**config.mk**
```make
export PLATFORM = sky130hd
export DESIGN_NAME = base58_encoder_flat
export DESIGN_NICKNAME = d
export VERILOG_FILES = /design/src/sv/b58_pkg.sv /design/src/sv/b58_if.sv /design/src/sv/base58_encoder.sv /design/src/flat_wrapper.sv
export SDC_FILE = /design/constraint.sdc
export NUM_CORES = 1
export LEC_CHECK = 0
export BUFFER_PORTS_ARGS = -buffer_cell sky130_fd_sc_hd__buf_2
export CAP_MARGIN = 20
export CORE_MARGIN = 1.5
export CORE_UTILIZATION = 35
export DETAILED_ROUTE_END_ITERATION = 16
export GPL_TIMING_DRIVEN = 0
export HOLD_SLACK_MARGIN = 0.06
export PLACE_DENSITY_LB_ADDON = 0.15
export REMOVE_ABC_BUFFERS = 1
export SLEW_MARGIN = 20
export SYNTH_ARGS = -nofsm -noshare
export SYNTH_HDL_FRONTEND = slang
export SYNTH_SLANG_ARGS = --single-unit
```
**constraint.sdc**
```tcl
create_clock -name i_clk -period 23.3 [get_ports i_clk]
set_input_delay 1.165 -clock i_clk [delete_from_list [all_inputs] [get_ports i_clk]]
set_output_delay 1.165 -clock i_clk [all_outputs]
set_load 0.005 [all_outputs]
```
**src/sv/b58_pkg.sv**
```systemverilog
// ----------------------------------------------------------------------------
// b58_pkg: shared constants, types and functions of the base58 encoder
// Sizes of the digit store and counters, the alphabet table, the reciprocal
// used for the divide by 58, and the controller state type.
// ----------------------------------------------------------------------------
package b58_pkg;

    // message and digit store sizes
    localparam int MAX_BYTES   = 32;
    localparam int DIGIT_SLOTS = 45;
    localparam int MAX_RESULTS = 45;
    localparam int RADIX       = 58;

    // field and counter widths
    localparam int BYTE_W  = 8;
    localparam int DIGIT_W = 6;
    localparam int IDX_W   = $clog2(DIGIT_SLOTS);
    localparam int SPAN_W  = $clog2(DIGIT_SLOTS + 1);
    localparam int CNT_W   = $clog2(MAX_BYTES + 1);
    localparam int RES_W   = $clog2(MAX_RESULTS + 1);
    localparam int SUM_W   = ((CNT_W > SPAN_W) ? CNT_W : SPAN_W) + 1;

    // digit * 256 + carry, and its quotient by 58 through a reciprocal:
    // q = (t * 1130) >> 16 is exact for every t below 58 * 256
    localparam int FOLD_W      = DIGIT_W + BYTE_W;
    localparam int RECIP       = 1130;
    localparam int RECIP_SHIFT = 16;
    localparam int PROD_W      = RECIP_SHIFT + BYTE_W + 1;

    // alphabet, first character in the top byte
    localparam logic [8*RADIX-1:0] ALPHABET =
        "123456789ABCDEFGHJKLMNPQRSTUVWXYZabcdefghijkmnopqrstuvwxyz";
    localparam logic [BYTE_W-1:0] ZERO_SYMBOL = ALPHABET[8*RADIX-1 -: 8];

    typedef enum logic [2:0] {
        S_IDLE,
        S_FOLD,
        S_SETUP,
        S_EMIT,
        S_EMITD
    } t_state;

    // character for one base-58 digit; codes past the radix map to zero
    function automatic logic [BYTE_W-1:0] alpha_char(input logic [DIGIT_W-1:0] d);
        logic [DIGIT_W-1:0] dd;
        dd = (d >= DIGIT_W'(RADIX)) ? '0 : d;
        return ALPHABET[8*(RADIX-1-int'(dd)) +: 8];
    endfunction

endpackage

```
**src/sv/b58_if.sv**
```systemverilog
// ----------------------------------------------------------------------------
// b58_if: word channels of the base58 encoder
// Valid/ready channels for the message bytes and for the encoded characters.
// ----------------------------------------------------------------------------
interface b58_in_if;
    logic                        valid;
    logic                        ready;
    logic [b58_pkg::BYTE_W-1:0]  data_byte;
    logic                        final_byte;

    modport source (output valid, output data_byte, output final_byte, input ready);
    modport sink   (input valid, input data_byte, input final_byte, output ready);
endinterface

interface b58_out_if;
    logic                        valid;
    logic                        ready;
    logic [b58_pkg::BYTE_W-1:0]  symbol;
    logic                        end_of_text;

    modport source (output valid, output symbol, output end_of_text, input ready);
    modport sink   (input valid, input symbol, input end_of_text, output ready);
endinterface

```
**src/sv/base58_encoder.sv**
```systemverilog
// ----------------------------------------------------------------------------
// base58_encoder: streaming base58 encoder, Bitcoin alphabet
// Folds message bytes into a base-58 digit store, then emits the encoding.
// ----------------------------------------------------------------------------
// Usage:
//   i_byte takes one message byte per word, most significant first; the
//   word with final_byte set ends the message. o_sym gives one ASCII
//   character per word, end_of_text on the last one. A '1' comes out for
//   each leading zero byte, then the digits, most significant first.
// Operation:
//   Each byte ripples its carry through the digit memory one digit per
//   cycle over its single read and write port; i_byte.ready is low
//   meanwhile. After the final byte is handled, a setup state follows;
//   each leading '1' is then output directly, and each digit is read
//   from memory, then output. Bytes past MAX_BYTES are taken but not
//   folded in.
// Reset and stall:
//   Reset empties the message state and the output register. No memory
//   clearing is needed: entries above the used span read as zero. When
//   the receiver stalls, the character holds in the output register and
//   the encoder waits; the next message can be taken as soon as the last
//   character sits in the output register.
// ----------------------------------------------------------------------------
module base58_encoder (
    input  logic      i_clk,
    input  logic      i_rst_n,
    b58_in_if.sink    i_byte,
    b58_out_if.source o_sym
);

    // digit store, least significant digit at address 0
    logic [b58_pkg::DIGIT_W-1:0] r_mem [b58_pkg::DIGIT_SLOTS];
    logic [b58_pkg::DIGIT_W-1:0] r_rd;

    b58_pkg::t_state r_state, n_state;

    logic [b58_pkg::BYTE_W-1:0]  r_carry,   n_carry;
    logic [b58_pkg::SPAN_W-1:0]  r_idx,     n_idx;
    logic [b58_pkg::SPAN_W-1:0]  r_last_nz, n_last_nz;
    logic [b58_pkg::SPAN_W-1:0]  r_span,    n_span;
    logic [b58_pkg::SPAN_W-1:0]  r_didx,    n_didx;
    logic [b58_pkg::CNT_W-1:0]   r_lz,      n_lz;
    logic [b58_pkg::CNT_W-1:0]   r_taken,   n_taken;
    logic                        r_nz,      n_nz;
    logic                        r_fin,     n_fin;
    logic [b58_pkg::RES_W-1:0]   r_k,       n_k;
    logic [b58_pkg::RES_W-1:0]   r_total,   n_total;
    logic                        r_ovalid,  n_ovalid;
    logic [b58_pkg::BYTE_W-1:0]  r_sym,     n_sym;
    logic                        r_eot,     n_eot;

    logic                         w_accept;
    logic                         w_out_free;
    logic                         w_fold_stop;
    logic                         w_in_range;
    logic                         w_is_lead;
    logic                         w_last;
    logic [b58_pkg::DIGIT_W-1:0]  w_digit;
    logic [b58_pkg::FOLD_W-1:0]   w_t;
    logic [b58_pkg::PROD_W-1:0]   w_prod;
    logic [b58_pkg::BYTE_W-1:0]   w_q;
    logic [b58_pkg::FOLD_W-1:0]   w_rem_full;
    logic [b58_pkg::DIGIT_W-1:0]  w_rem;
    logic [b58_pkg::SPAN_W-1:0]   w_rd_addr;
    logic                         w_we;
    logic [b58_pkg::SUM_W-1:0]    w_lz_eff;
    logic [b58_pkg::SUM_W-1:0]    w_sum;
    logic [b58_pkg::RES_W-1:0]    w_k_next;

    assign w_accept   = i_byte.valid && i_byte.ready;
    assign w_out_free = !r_ovalid || o_sym.ready;

    // one fold step: digit * 256 + carry, split by 58
    assign w_in_range  = (r_idx < r_span);
    assign w_digit     = w_in_range ? r_rd : '0;
    assign w_fold_stop = (!w_in_range && (r_carry == '0))
                      || (r_idx == b58_pkg::SPAN_W'(b58_pkg::DIGIT_SLOTS));
    assign w_t         = {w_digit, r_carry};
    assign w_prod      = b58_pkg::PROD_W'(w_t) * b58_pkg::PROD_W'(b58_pkg::RECIP);
    assign w_q         = w_prod[b58_pkg::RECIP_SHIFT +: b58_pkg::BYTE_W];
    // q * 58 = q*64 - q*4 - q*2
    assign w_rem_full  = w_t - ({w_q, 6'b0}
                               - b58_pkg::FOLD_W'({w_q, 2'b0})
                               - b58_pkg::FOLD_W'({w_q, 1'b0}));
    assign w_rem       = w_rem_full[b58_pkg::DIGIT_W-1:0];

    // emit bookkeeping
    assign w_k_next  = r_k + 1'b1;
    assign w_last    = (w_k_next == r_total);
    assign w_is_lead = (b58_pkg::SUM_W'(r_k) < b58_pkg::SUM_W'(r_lz));
    assign w_lz_eff  = ((r_lz == '0) && (r_span == '0)) ? b58_pkg::SUM_W'(1)
                                                         : b58_pkg::SUM_W'(r_lz);
    assign w_sum     = w_lz_eff + b58_pkg::SUM_W'(r_span);

    // next state
    always_comb begin
        n_state = r_state;
        case (r_state)
            b58_pkg::S_IDLE: begin
                if (w_accept) begin
                    if (r_taken < b58_pkg::CNT_W'(b58_pkg::MAX_BYTES)) begin
                        n_state = b58_pkg::S_FOLD;
                    end else if (i_byte.final_byte) begin
                        n_state = b58_pkg::S_SETUP;
                    end
                end
            end
            b58_pkg::S_FOLD: begin
                if (w_fold_stop) begin
                    n_state = r_fin ? b58_pkg::S_SETUP : b58_pkg::S_IDLE;
                end
            end
            b58_pkg::S_SETUP: begin
                n_state = b58_pkg::S_EMIT;
            end
            b58_pkg::S_EMIT: begin
                if (w_is_lead) begin
                    if (w_out_free && w_last) begin
                        n_state = b58_pkg::S_IDLE;
                    end
                end else begin
                    n_state = b58_pkg::S_EMITD;
                end
            end
            b58_pkg::S_EMITD: begin
                if (w_out_free) begin
                    n_state = w_last ? b58_pkg::S_IDLE : b58_pkg::S_EMIT;
                end
            end
            default: begin
                n_state = b58_pkg::S_IDLE;
            end
        endcase
    end

    // datapath and outputs
    always_comb begin
        n_carry   = r_carry;
        n_idx     = r_idx;
        n_last_nz = r_last_nz;
        n_span    = r_span;
        n_didx    = r_didx;
        n_lz      = r_lz;
        n_taken   = r_taken;
        n_nz      = r_nz;
        n_fin     = r_fin;
        n_k       = r_k;
        n_total   = r_total;
        n_ovalid  = r_ovalid && !o_sym.ready;
        n_sym     = r_sym;
        n_eot     = r_eot;
        w_rd_addr = r_idx + 1'b1;
        w_we      = 1'b0;
        case (r_state)
            b58_pkg::S_IDLE: begin
                w_rd_addr = '0;
                if (w_accept) begin
                    n_fin     = i_byte.final_byte;
                    n_carry   = i_byte.data_byte;
                    n_idx     = '0;
                    n_last_nz = '0;
                    if (r_taken < b58_pkg::CNT_W'(b58_pkg::MAX_BYTES)) begin
                        n_taken = r_taken + 1'b1;
                        if (i_byte.data_byte != '0) begin
                            n_nz = 1'b1;
                        end else if (!r_nz) begin
                            n_lz = r_lz + 1'b1;
                        end
                    end
                end
            end
            b58_pkg::S_FOLD: begin
                if (w_fold_stop) begin
                    if (!w_in_range) begin
                        n_span = r_last_nz;
                    end
                end else begin
                    w_we    = 1'b1;
                    n_carry = w_q;
                    n_idx   = r_idx + 1'b1;
                    if (w_rem != '0) begin
                        n_last_nz = r_idx + 1'b1;
                    end
                end
            end
            b58_pkg::S_SETUP: begin
                n_k    = '0;
                n_didx = r_span - 1'b1;
                n_lz   = b58_pkg::CNT_W'(w_lz_eff);
                if (w_sum > b58_pkg::SUM_W'(b58_pkg::MAX_RESULTS)) begin
                    n_total = b58_pkg::RES_W'(b58_pkg::MAX_RESULTS);
                end else begin
                    n_total = b58_pkg::RES_W'(w_sum);
                end
            end
            b58_pkg::S_EMIT: begin
                w_rd_addr = r_didx;
                if (w_is_lead && w_out_free) begin
                    n_ovalid = 1'b1;
                    n_sym    = b58_pkg::ZERO_SYMBOL;
                    n_eot    = w_last;
                    n_k      = w_k_next;
                end
            end
            b58_pkg::S_EMITD: begin
                w_rd_addr = r_didx;
                if (w_out_free) begin
                    n_ovalid = 1'b1;
                    n_sym    = b58_pkg::alpha_char(r_rd);
                    n_eot    = w_last;
                    n_k      = w_k_next;
                    n_didx   = r_didx - 1'b1;
                end
            end
            default: begin
                w_rd_addr = '0;
            end
        endcase
        // message done: drop its state
        if ((r_state == b58_pkg::S_EMIT || r_state == b58_pkg::S_EMITD)
                && n_state == b58_pkg::S_IDLE) begin
            n_span  = '0;
            n_lz    = '0;
            n_nz    = 1'b0;
            n_taken = '0;
        end
    end

    // digit memory: one write, one registered read per cycle
    always_ff @(posedge i_clk) begin
        if (w_we) begin
            r_mem[r_idx[b58_pkg::IDX_W-1:0]] <= w_rem;
        end
        if (w_rd_addr < b58_pkg::SPAN_W'(b58_pkg::DIGIT_SLOTS)) begin
            r_rd <= r_mem[w_rd_addr[b58_pkg::IDX_W-1:0]];
        end else begin
            r_rd <= '0;
        end
    end

    // control registers
    always_ff @(posedge i_clk) begin
        if (!i_rst_n) begin
            r_state  <= b58_pkg::S_IDLE;
            r_span   <= '0;
            r_lz     <= '0;
            r_taken  <= '0;
            r_nz     <= 1'b0;
            r_ovalid <= 1'b0;
        end else begin
            r_state  <= n_state;
            r_span   <= n_span;
            r_lz     <= n_lz;
            r_taken  <= n_taken;
            r_nz     <= n_nz;
            r_ovalid <= n_ovalid;
        end
    end

    // payload registers
    always_ff @(posedge i_clk) begin
        r_carry   <= n_carry;
        r_idx     <= n_idx;
        r_last_nz <= n_last_nz;
        r_didx    <= n_didx;
        r_fin     <= n_fin;
        r_k       <= n_k;
        r_total   <= n_total;
        r_sym     <= n_sym;
        r_eot     <= n_eot;
    end

    assign i_byte.ready      = (r_state == b58_pkg::S_IDLE);
    assign o_sym.valid       = r_ovalid;
    assign o_sym.symbol      = r_sym;
    assign o_sym.end_of_text = r_eot;

endmodule

```
**src/flat_wrapper.sv**
```systemverilog
// flat-port wrapper written by rule: the top's interface ports become plain ports
module base58_encoder_flat 
  (i_clk, i_rst_n, i_byte_valid, i_byte_data_byte, i_byte_final_byte, i_byte_ready, o_sym_valid, o_sym_symbol, o_sym_end_of_text, o_sym_ready);
  b58_in_if i_byte_i ();
  b58_out_if o_sym_i ();
  input  logic i_clk;
  input  logic i_rst_n;
  input wire logic [$bits(i_byte_i.valid)-1:0] i_byte_valid;
  input wire logic [$bits(i_byte_i.data_byte)-1:0] i_byte_data_byte;
  input wire logic [$bits(i_byte_i.final_byte)-1:0] i_byte_final_byte;
  output wire logic [$bits(i_byte_i.ready)-1:0] i_byte_ready;
  output wire logic [$bits(o_sym_i.valid)-1:0] o_sym_valid;
  output wire logic [$bits(o_sym_i.symbol)-1:0] o_sym_symbol;
  output wire logic [$bits(o_sym_i.end_of_text)-1:0] o_sym_end_of_text;
  input wire logic [$bits(o_sym_i.ready)-1:0] o_sym_ready;
  assign i_byte_i.valid = i_byte_valid;
  assign i_byte_i.data_byte = i_byte_data_byte;
  assign i_byte_i.final_byte = i_byte_final_byte;
  assign i_byte_ready = i_byte_i.ready;
  assign o_sym_valid = o_sym_i.valid;
  assign o_sym_symbol = o_sym_i.symbol;
  assign o_sym_end_of_text = o_sym_i.end_of_text;
  assign o_sym_i.ready = o_sym_ready;
  base58_encoder u_core (.i_clk(i_clk), .i_rst_n(i_rst_n), .i_byte(i_byte_i), .o_sym(o_sym_i));
endmodule
```
# Yosys cells after proc, flatten, opt, wreduce, memory -nomap -nowiden
# Memory sizes are Yosys's and may differ from the RTL's. A register that Yosys moved wholly into a read port is not among the register bits.
# Cells that the tools add are included.
[classes]
add_sub_neg = 11
n_mul = 1
order_cmp = 6
eq_ne = 14
n_shift = 1
mux = 46
bitwise = 2
n_reduce_logical = 39
[ops]
columns = ["cell", "count"]
rows = [
  ["variable part select 464 x 32 -> 8 bit (first input constant)", 1],
  ["two-way mux 6 bit", 14],
  ["case mux 6 bit (2 select lines)", 5],
  ["two-way mux 8 bit", 4],
  ["case mux 8 bit (2 select lines)", 2],
  ["adder 6 x 1 -> 6 bit (second input constant)", 4],
  ["multiplier 14 x 10 -> 23 bit (second input constant)", 1],
  ["two-way mux 3 bit", 7],
  ["case mux 6 bit (3 select lines)", 1],
  ["case mux 3 bit (5 select lines)", 1],
  ["AND reduction 3 bit", 5],
  ["zero test 6 bit", 2],
  ["less-than comparator 6 bit", 2],
  ["less-than comparator 6 bit (second input constant)", 2],
  ["subtractor 6 x 1 -> 6 bit (second input constant)", 2],
  ["subtractor 6 bit", 2],
  ["!= test 2 bit (second input constant)", 5],
  ["zero test 8 bit", 1],
  ["two-way mux 1 bit", 8],
  ["AND reduction 4 bit", 2],
  ["nonzero test 2 bit", 4],
  ["nonzero test 8 bit", 1],
  ["adder 7 x 6 -> 7 bit", 1],
  ["> comparator 7 x 6 -> 1 bit (second input constant)", 1],
  ["other kinds (21)", 42],
]
[word_totals]
ff_bits = 71
mem_bits_rw = 270
in_bits = 13
output_inout_bits = 11
word_cells = 136
n_memories = 1
[mem_list]
columns = ["memory", "words", "width", "rd", "rd_clocked_by_memory_dff", "write_ports", "line_no", "rtl"]
rows = [
  ["u_core.r_mem", 45, 6, 1, 1, 1, "base58_encoder.sv:32", "logic [b58_pkg::DIGIT_W-1:0] r_mem [b58_pkg::DIGIT_SLOTS];"],
]

# Longest topological paths before layout
[depth]
word_depth = 10
depth_mapped = 32
depth_no_buf = 32

# Least setup slack after synthesis
# Ideal clock, no wire load.
[synth_path]
path_type = "reg2reg"
startpoint = "register u_core.r_idx[1] (netlist name)"
endpoint = "register u_core.r_last_nz[0] (netlist name) (enable)"
setup_time_ns = 0.323
arrival_time_ns = 8.326
required_time_ns = 22.977
slack_ns = 14.651
stages_incl_launch_ff = 30
path_buffers = 0
period_less_slack_ns = 8.649
cell_sequence = "edfxtp_1 ha_1 a21o_1 a21o_1 a211o_1 a21oi_4 and2_1 ha_1 ha_1 fa_1 fa_1 inv_1 fa_1 inv_1 ha_1 o21ai_0 o21ai_0 o211ai_1 a31oi_1 nor2_1 xnor2_1 xor2_1 ha_1 ha_1 a21o_1 a21oi_1 xnor2_1 xnor2_1 xnor2_1 o31a_1"
[synth_between]
elab_chain_cells = 9
word_cells_on_any_way = 14
classes_between = "add/sub (3); mul (1); order compare (1); eq/ne (3); mux (1); reduce/logical (5)"
[synth_lines]
columns = ["element", "line_no", "rtl"]
rows = [
  ["start, declared", "base58_encoder.sv:38", "logic [b58_pkg::SPAN_W-1:0] r_idx, n_idx;"],
  ["start signal, assigned", "base58_encoder.sv:263", "r_idx <= n_idx;"],
  ["less-than comparator 6 bit (*)", "base58_encoder.sv:74", "assign w_in_range = (r_idx < r_span);"],
  ["two-way mux 6 bit (*)", "base58_encoder.sv:75", "assign w_digit = w_in_range ? r_rd : '0;"],
  ["multiplier 14 x 10 -> 23 bit (*)", "base58_encoder.sv:79", "assign w_prod = b58_pkg::PROD_W'(w_t) * b58_pkg::PROD_W'(b58_pkg::RECIP);"],
  ["subtractor 1 x 6 -> 6 bit", "base58_encoder.sv:83", "- b58_pkg::FOLD_W'({w_q, 2'b0})"],
  ["subtractor 6 bit (*)", "base58_encoder.sv:84", "- b58_pkg::FOLD_W'({w_q, 1'b0}));"],
  ["subtractor 6 bit (*)", "base58_encoder.sv:82", "assign w_rem_full = w_t - ({w_q, 6'b0}"],
  ["named net u_core.w_rem_full (one bit)", "base58_encoder.sv:62", "logic [b58_pkg::FOLD_W-1:0] w_rem_full;"],
  ["nonzero test 6 bit (*)", "base58_encoder.sv:181", "if (w_rem != '0) begin"],
  ["!= test 2 x 1 -> 1 bit (no source line) (*)", "-", ""],
  ["AND reduction 4 bit (no source line) (*)", "-", ""],
  ["end signal, assigned", "base58_encoder.sv:264", "r_last_nz <= n_last_nz;"],
  ["end, declared", "base58_encoder.sv:39", "logic [b58_pkg::SPAN_W-1:0] r_last_nz, n_last_nz;"],
]
# The timed path passes the listed nets; every way through them passes the cells marked *.
# A chain may end at the register's enable or synchronous reset.

# Worst setup path in the final report
[layout_path]
startpoint = "register u_core.r_span[1] (netlist name)"
endpoint = "memory u_core.r_mem[25][5] (netlist name), data pin"
[layout_between]
elab_chain_cells = 6
[layout_lines]
columns = ["element", "line_no", "rtl"]
rows = [
  ["start, declared", "base58_encoder.sv:40", "logic [b58_pkg::SPAN_W-1:0] r_span, n_span;"],
  ["start signal, assigned", "base58_encoder.sv:252", "r_span <= n_span;"],
  ["less-than comparator 6 bit (*)", "base58_encoder.sv:74", ""],
  ["two-way mux 6 bit (*)", "base58_encoder.sv:75", ""],
  ["multiplier 14 x 10 -> 23 bit (*)", "base58_encoder.sv:79", ""],
  ["subtractor 1 x 6 -> 6 bit", "base58_encoder.sv:83", ""],
  ["subtractor 6 bit (*)", "base58_encoder.sv:84", ""],
  ["subtractor 6 bit (*)", "base58_encoder.sv:82", ""],
  ["named net u_core.w_rem_full (one bit)", "base58_encoder.sv:62", ""],
  ["end, declared", "base58_encoder.sv:32", ""],
]
# Marks and branches as above.

==> flow_summary_export.csv <==
group,metric,value,unit
routing,route.detailed.wl_per_inst,19.42,um
sta,timing_max_transition_violations_final,0,
setup_path,r2r_end,"u_core.r_mem[25][5]",
cts,clock_latency,0.54,ns
setup_path,slowest_stage,"fa_1",
routing,remaining_drc_errors,0,
yosys,netlist_area,0.01825,mm^2
routing,drt_wl_total,43.18,mm
setup_path,timing.critical_path.mode_cell,"ha_1",
routing,drt_iter0_markers,770,
sta,timing.final.hold_violations,0,
global_route,globalRoute.busiestLayer,"met2",
setup_path,rr_startpoint,"u_core.r_span[1]",
routing,first_pass_iters,5,
yosys,synthesis.yosys.warnings,0,
setup_path,critical_path_required,23.68,ns
yosys,netlist.top_cell.by_area,"edfxtp_1",
sta,grt_setup_unrepaired,"no",
cts,cts-root-buf,"clkbuf_16",
yosys,synth.yosys.seq_area_share,55.34,%
yosys,synthesis.instances,1498,
routing,vias_per_cell,5.105,
final_layout,area_delta_synth_final,13.24,%
cts,cts-htree-levels,2,
cts,path_clk_slew,0.06,ns
die,die_area,0.05352,mm^2
placed_design,globalplace.congestion,0.7722,
final_layout,regArea,0.01010,mm^2
yosys,synth_area_leaders,"edfxtp_1, ha_1, mux2i_1",
sta,final_period_util,36.43,%
setup_path,startpoint_type,"register",
cts,cts-buffers-inserted,39,
die,dieHeight,231.4,um
die,pin_count,24,
setup_path,worstSetupPathType,"register to register",
cts,clk_sink_count,346,
setup_path,critPathMaxStageDelay,0.55,ns
global_route,grtUsageTotal,16.34,%
job,cap_viol_max_count,0,
global_route,overflow_after_grt,0,
sta,worst_setup_skew_after_layout,0.01760,ns
min_path,hold_path.class,"register to register",
global_route,grtUsageMet2,27.25,%
yosys,post_synth_num_cell_types,74,
setup_path,worst-path-max-fanout,18,
final_layout,multiInputGateArea,0.007483,mm^2
sta,setup-violations-final,0,
final_layout,most_common_library_cell_in_the_layout_ignoring_fill_and_taps,"edfxtp_1",
global_route,grt_util_met1,22.19,%
global_route,grt_pass1_vias,11450,
yosys,dominant_register_cell_in_the_synthesized_netlist,"edfxtp_1",
sta,finalCriticalPeriod,8.488,ns
setup_path,crit_path_end_kind,"register",
yosys,count_of_flip_flops_with_a_built_in_enable_after_synthesis,317,
setup_path,setup.reg_to_reg.worst_slack,14.81,ns
global_route,grt_max_degree,46,
final_layout,layout.cell_area.non_filler,0.02067,mm^2
cts,cts_tree,"done",
sta,slew-limit-headroom,28.42,%
yosys,synth_seq_cells,346,
die,rows,83,
final_layout,fill_cells,4828,
cts,postCtsHoldBufs,0,
cts,cts_post_setup_buffers_inserted,0,
yosys,postSynth.asyncResetShare,0,%
die,fp.dieW,231.4,um
final_layout,final_nets,1663,
sta,tightest_slew,1.074,ns
placed_design,placement.cell_area,0.01949,mm^2
placed_design,numPortBuffers,22,
setup_path,worst_reg2reg_path_depth,32,
sta,clock.fmax,0.1178,GHz
cts,clk_path_buf_depth,3,
global_route,first_pass_grt_wire_length,67.16,mm
global_route,antenna_found_initial,2,
setup_path,timing.critical_path.arrival,8.87,ns
run_status,outcome,"finished, final reports clean",
yosys,avgSynthCellArea,12.18,um^2
setup_path,timing.critical_path.from,"u_core.r_span[1]",
routing,route.antenna.remaining_nets,0,
setup_path,crit_end,"u_core.r_mem[25][5]",
placed_design,detailedPlacementHpwl,30.28,mm
routing,dr_total_vias,11350,
cts,ctsResizeCount,0,
die,design.core.area,0.05141,mm^2
sta,worst_hold_slack,0.5052,ns
final_layout,final_layout_size_suffix_gt1_share,9.339,%
sta,fin_setup_tns,0,ns
die,start_util,35.50,%
final_layout,final_cell_mix,"edfxtp_1, nand2_1, mux2i_1",
global_route,globalRouteMet3Util,2.301,%
yosys,synth.top_cell.area_share,52.16,%
-- metal layers --
layer	up-vias	share of wire (%)
met4	0	2.2
met2	219	48
met3	71	4.1
met1	5536	46
met5	-	0
li1	5528	-
-- flip-flops by register name, summed over array words and instances (netlist names) --
signal,count
u_core.r_carry,8
u_core.r_idx,6
u_core.r_rd,6
u_core.o_sym.end_of_text,1
u_core.r_state,3
u_core.o_sym.valid,1
u_core.o_sym.symbol,7
u_core.r_lz,6
u_core.r_fin,1
u_core.r_span,6
u_core.r_last_nz,6
u_core.r_mem,270
u_core.r_nz,1
u_core.r_taken,6
u_core.r_k,6
u_core.r_didx,6
u_core.r_total,6
-- worst max-delay path: cells and delay by family, from the launching register on --
family	cells	cell delay, ns
flops	1	0.44
xor+xnor	5	1.14
simple gates	2	0.54
fa+ha+maj	9	3.36
compound gates	10	2.05
buf+inv	6	0.80
-- worst min path at each step --
stage               slack [ns]         startpoint           endpoint  depth (start not counted)
floorplan                 0.47  u_core.r_taken[5]  u_core.r_state[1]                          2
global placement          0.49        u_core.r_nz        u_core.r_nz                          2
detailed placement        0.49  u_core.r_taken[5]  u_core.r_state[1]                          2
CTS                       0.50  u_core.r_taken[5]  u_core.r_state[1]                          2
global route              0.53  u_core.r_taken[5]  u_core.r_state[1]                          2
finish                    0.51  u_core.r_taken[5]  u_core.r_state[1]                          2
-- metrics by stage --
stage	utilization (%)	std cells	worst slack, ns
2_1_floorplan	-	1418	14.44
3_3_place_gp	36.60	2120	9.766
3_5_place_dp	37.92	2150	14.74
4_1_cts	40.19	2222	14.70
5_1_grt	40.19	2222	14.19
6_report	40.20	2224	14.81
-- cell usage after synthesis (29+ instances only) --
master,instances
inv_1,93
xnor2_1,29
a21oi_1,40
a211oi_1,29
edfxtp_1,317
clkbuf_1,37
mux2i_1,132
fa_1,29
dfxtp_1,29
ha_1,110
nand3_1,64
o21ai_0,33
nand2_1,150
nor2_1,104
-- layout make-up --
type,instances,share of cell area [%]
Clock buffer,50,5.067
Sequential cell,346,48.87
Inverter,95,1.725
Antenna cell,2,0.02422
Timing Repair Buffer,52,3.409
Clock inverter,22,0.5752
Multi-Input combinational cell,977,36.21
Tap cell,680,4.117
-- cell families after synthesis --
kind of cell / Yosys count / share of synthesized area [%]
AND/OR/NAND/NOR: 429 / 11.10
flip-flops: 346 / 55.34
AO/OA/AOI/OAI: 215 / 8.220
buffers and inverters: 175 / 4.120
multiplexers: 143 / 7.919
adder cells (fa/ha/maj): 140 / 10.78
XOR/XNOR: 49 / 2.502
other: 1 / 0.02055
Power is left out: the tool's default activity adds up to more than one toggle a clock period on the data nets, which glitch-free logic cannot reach.
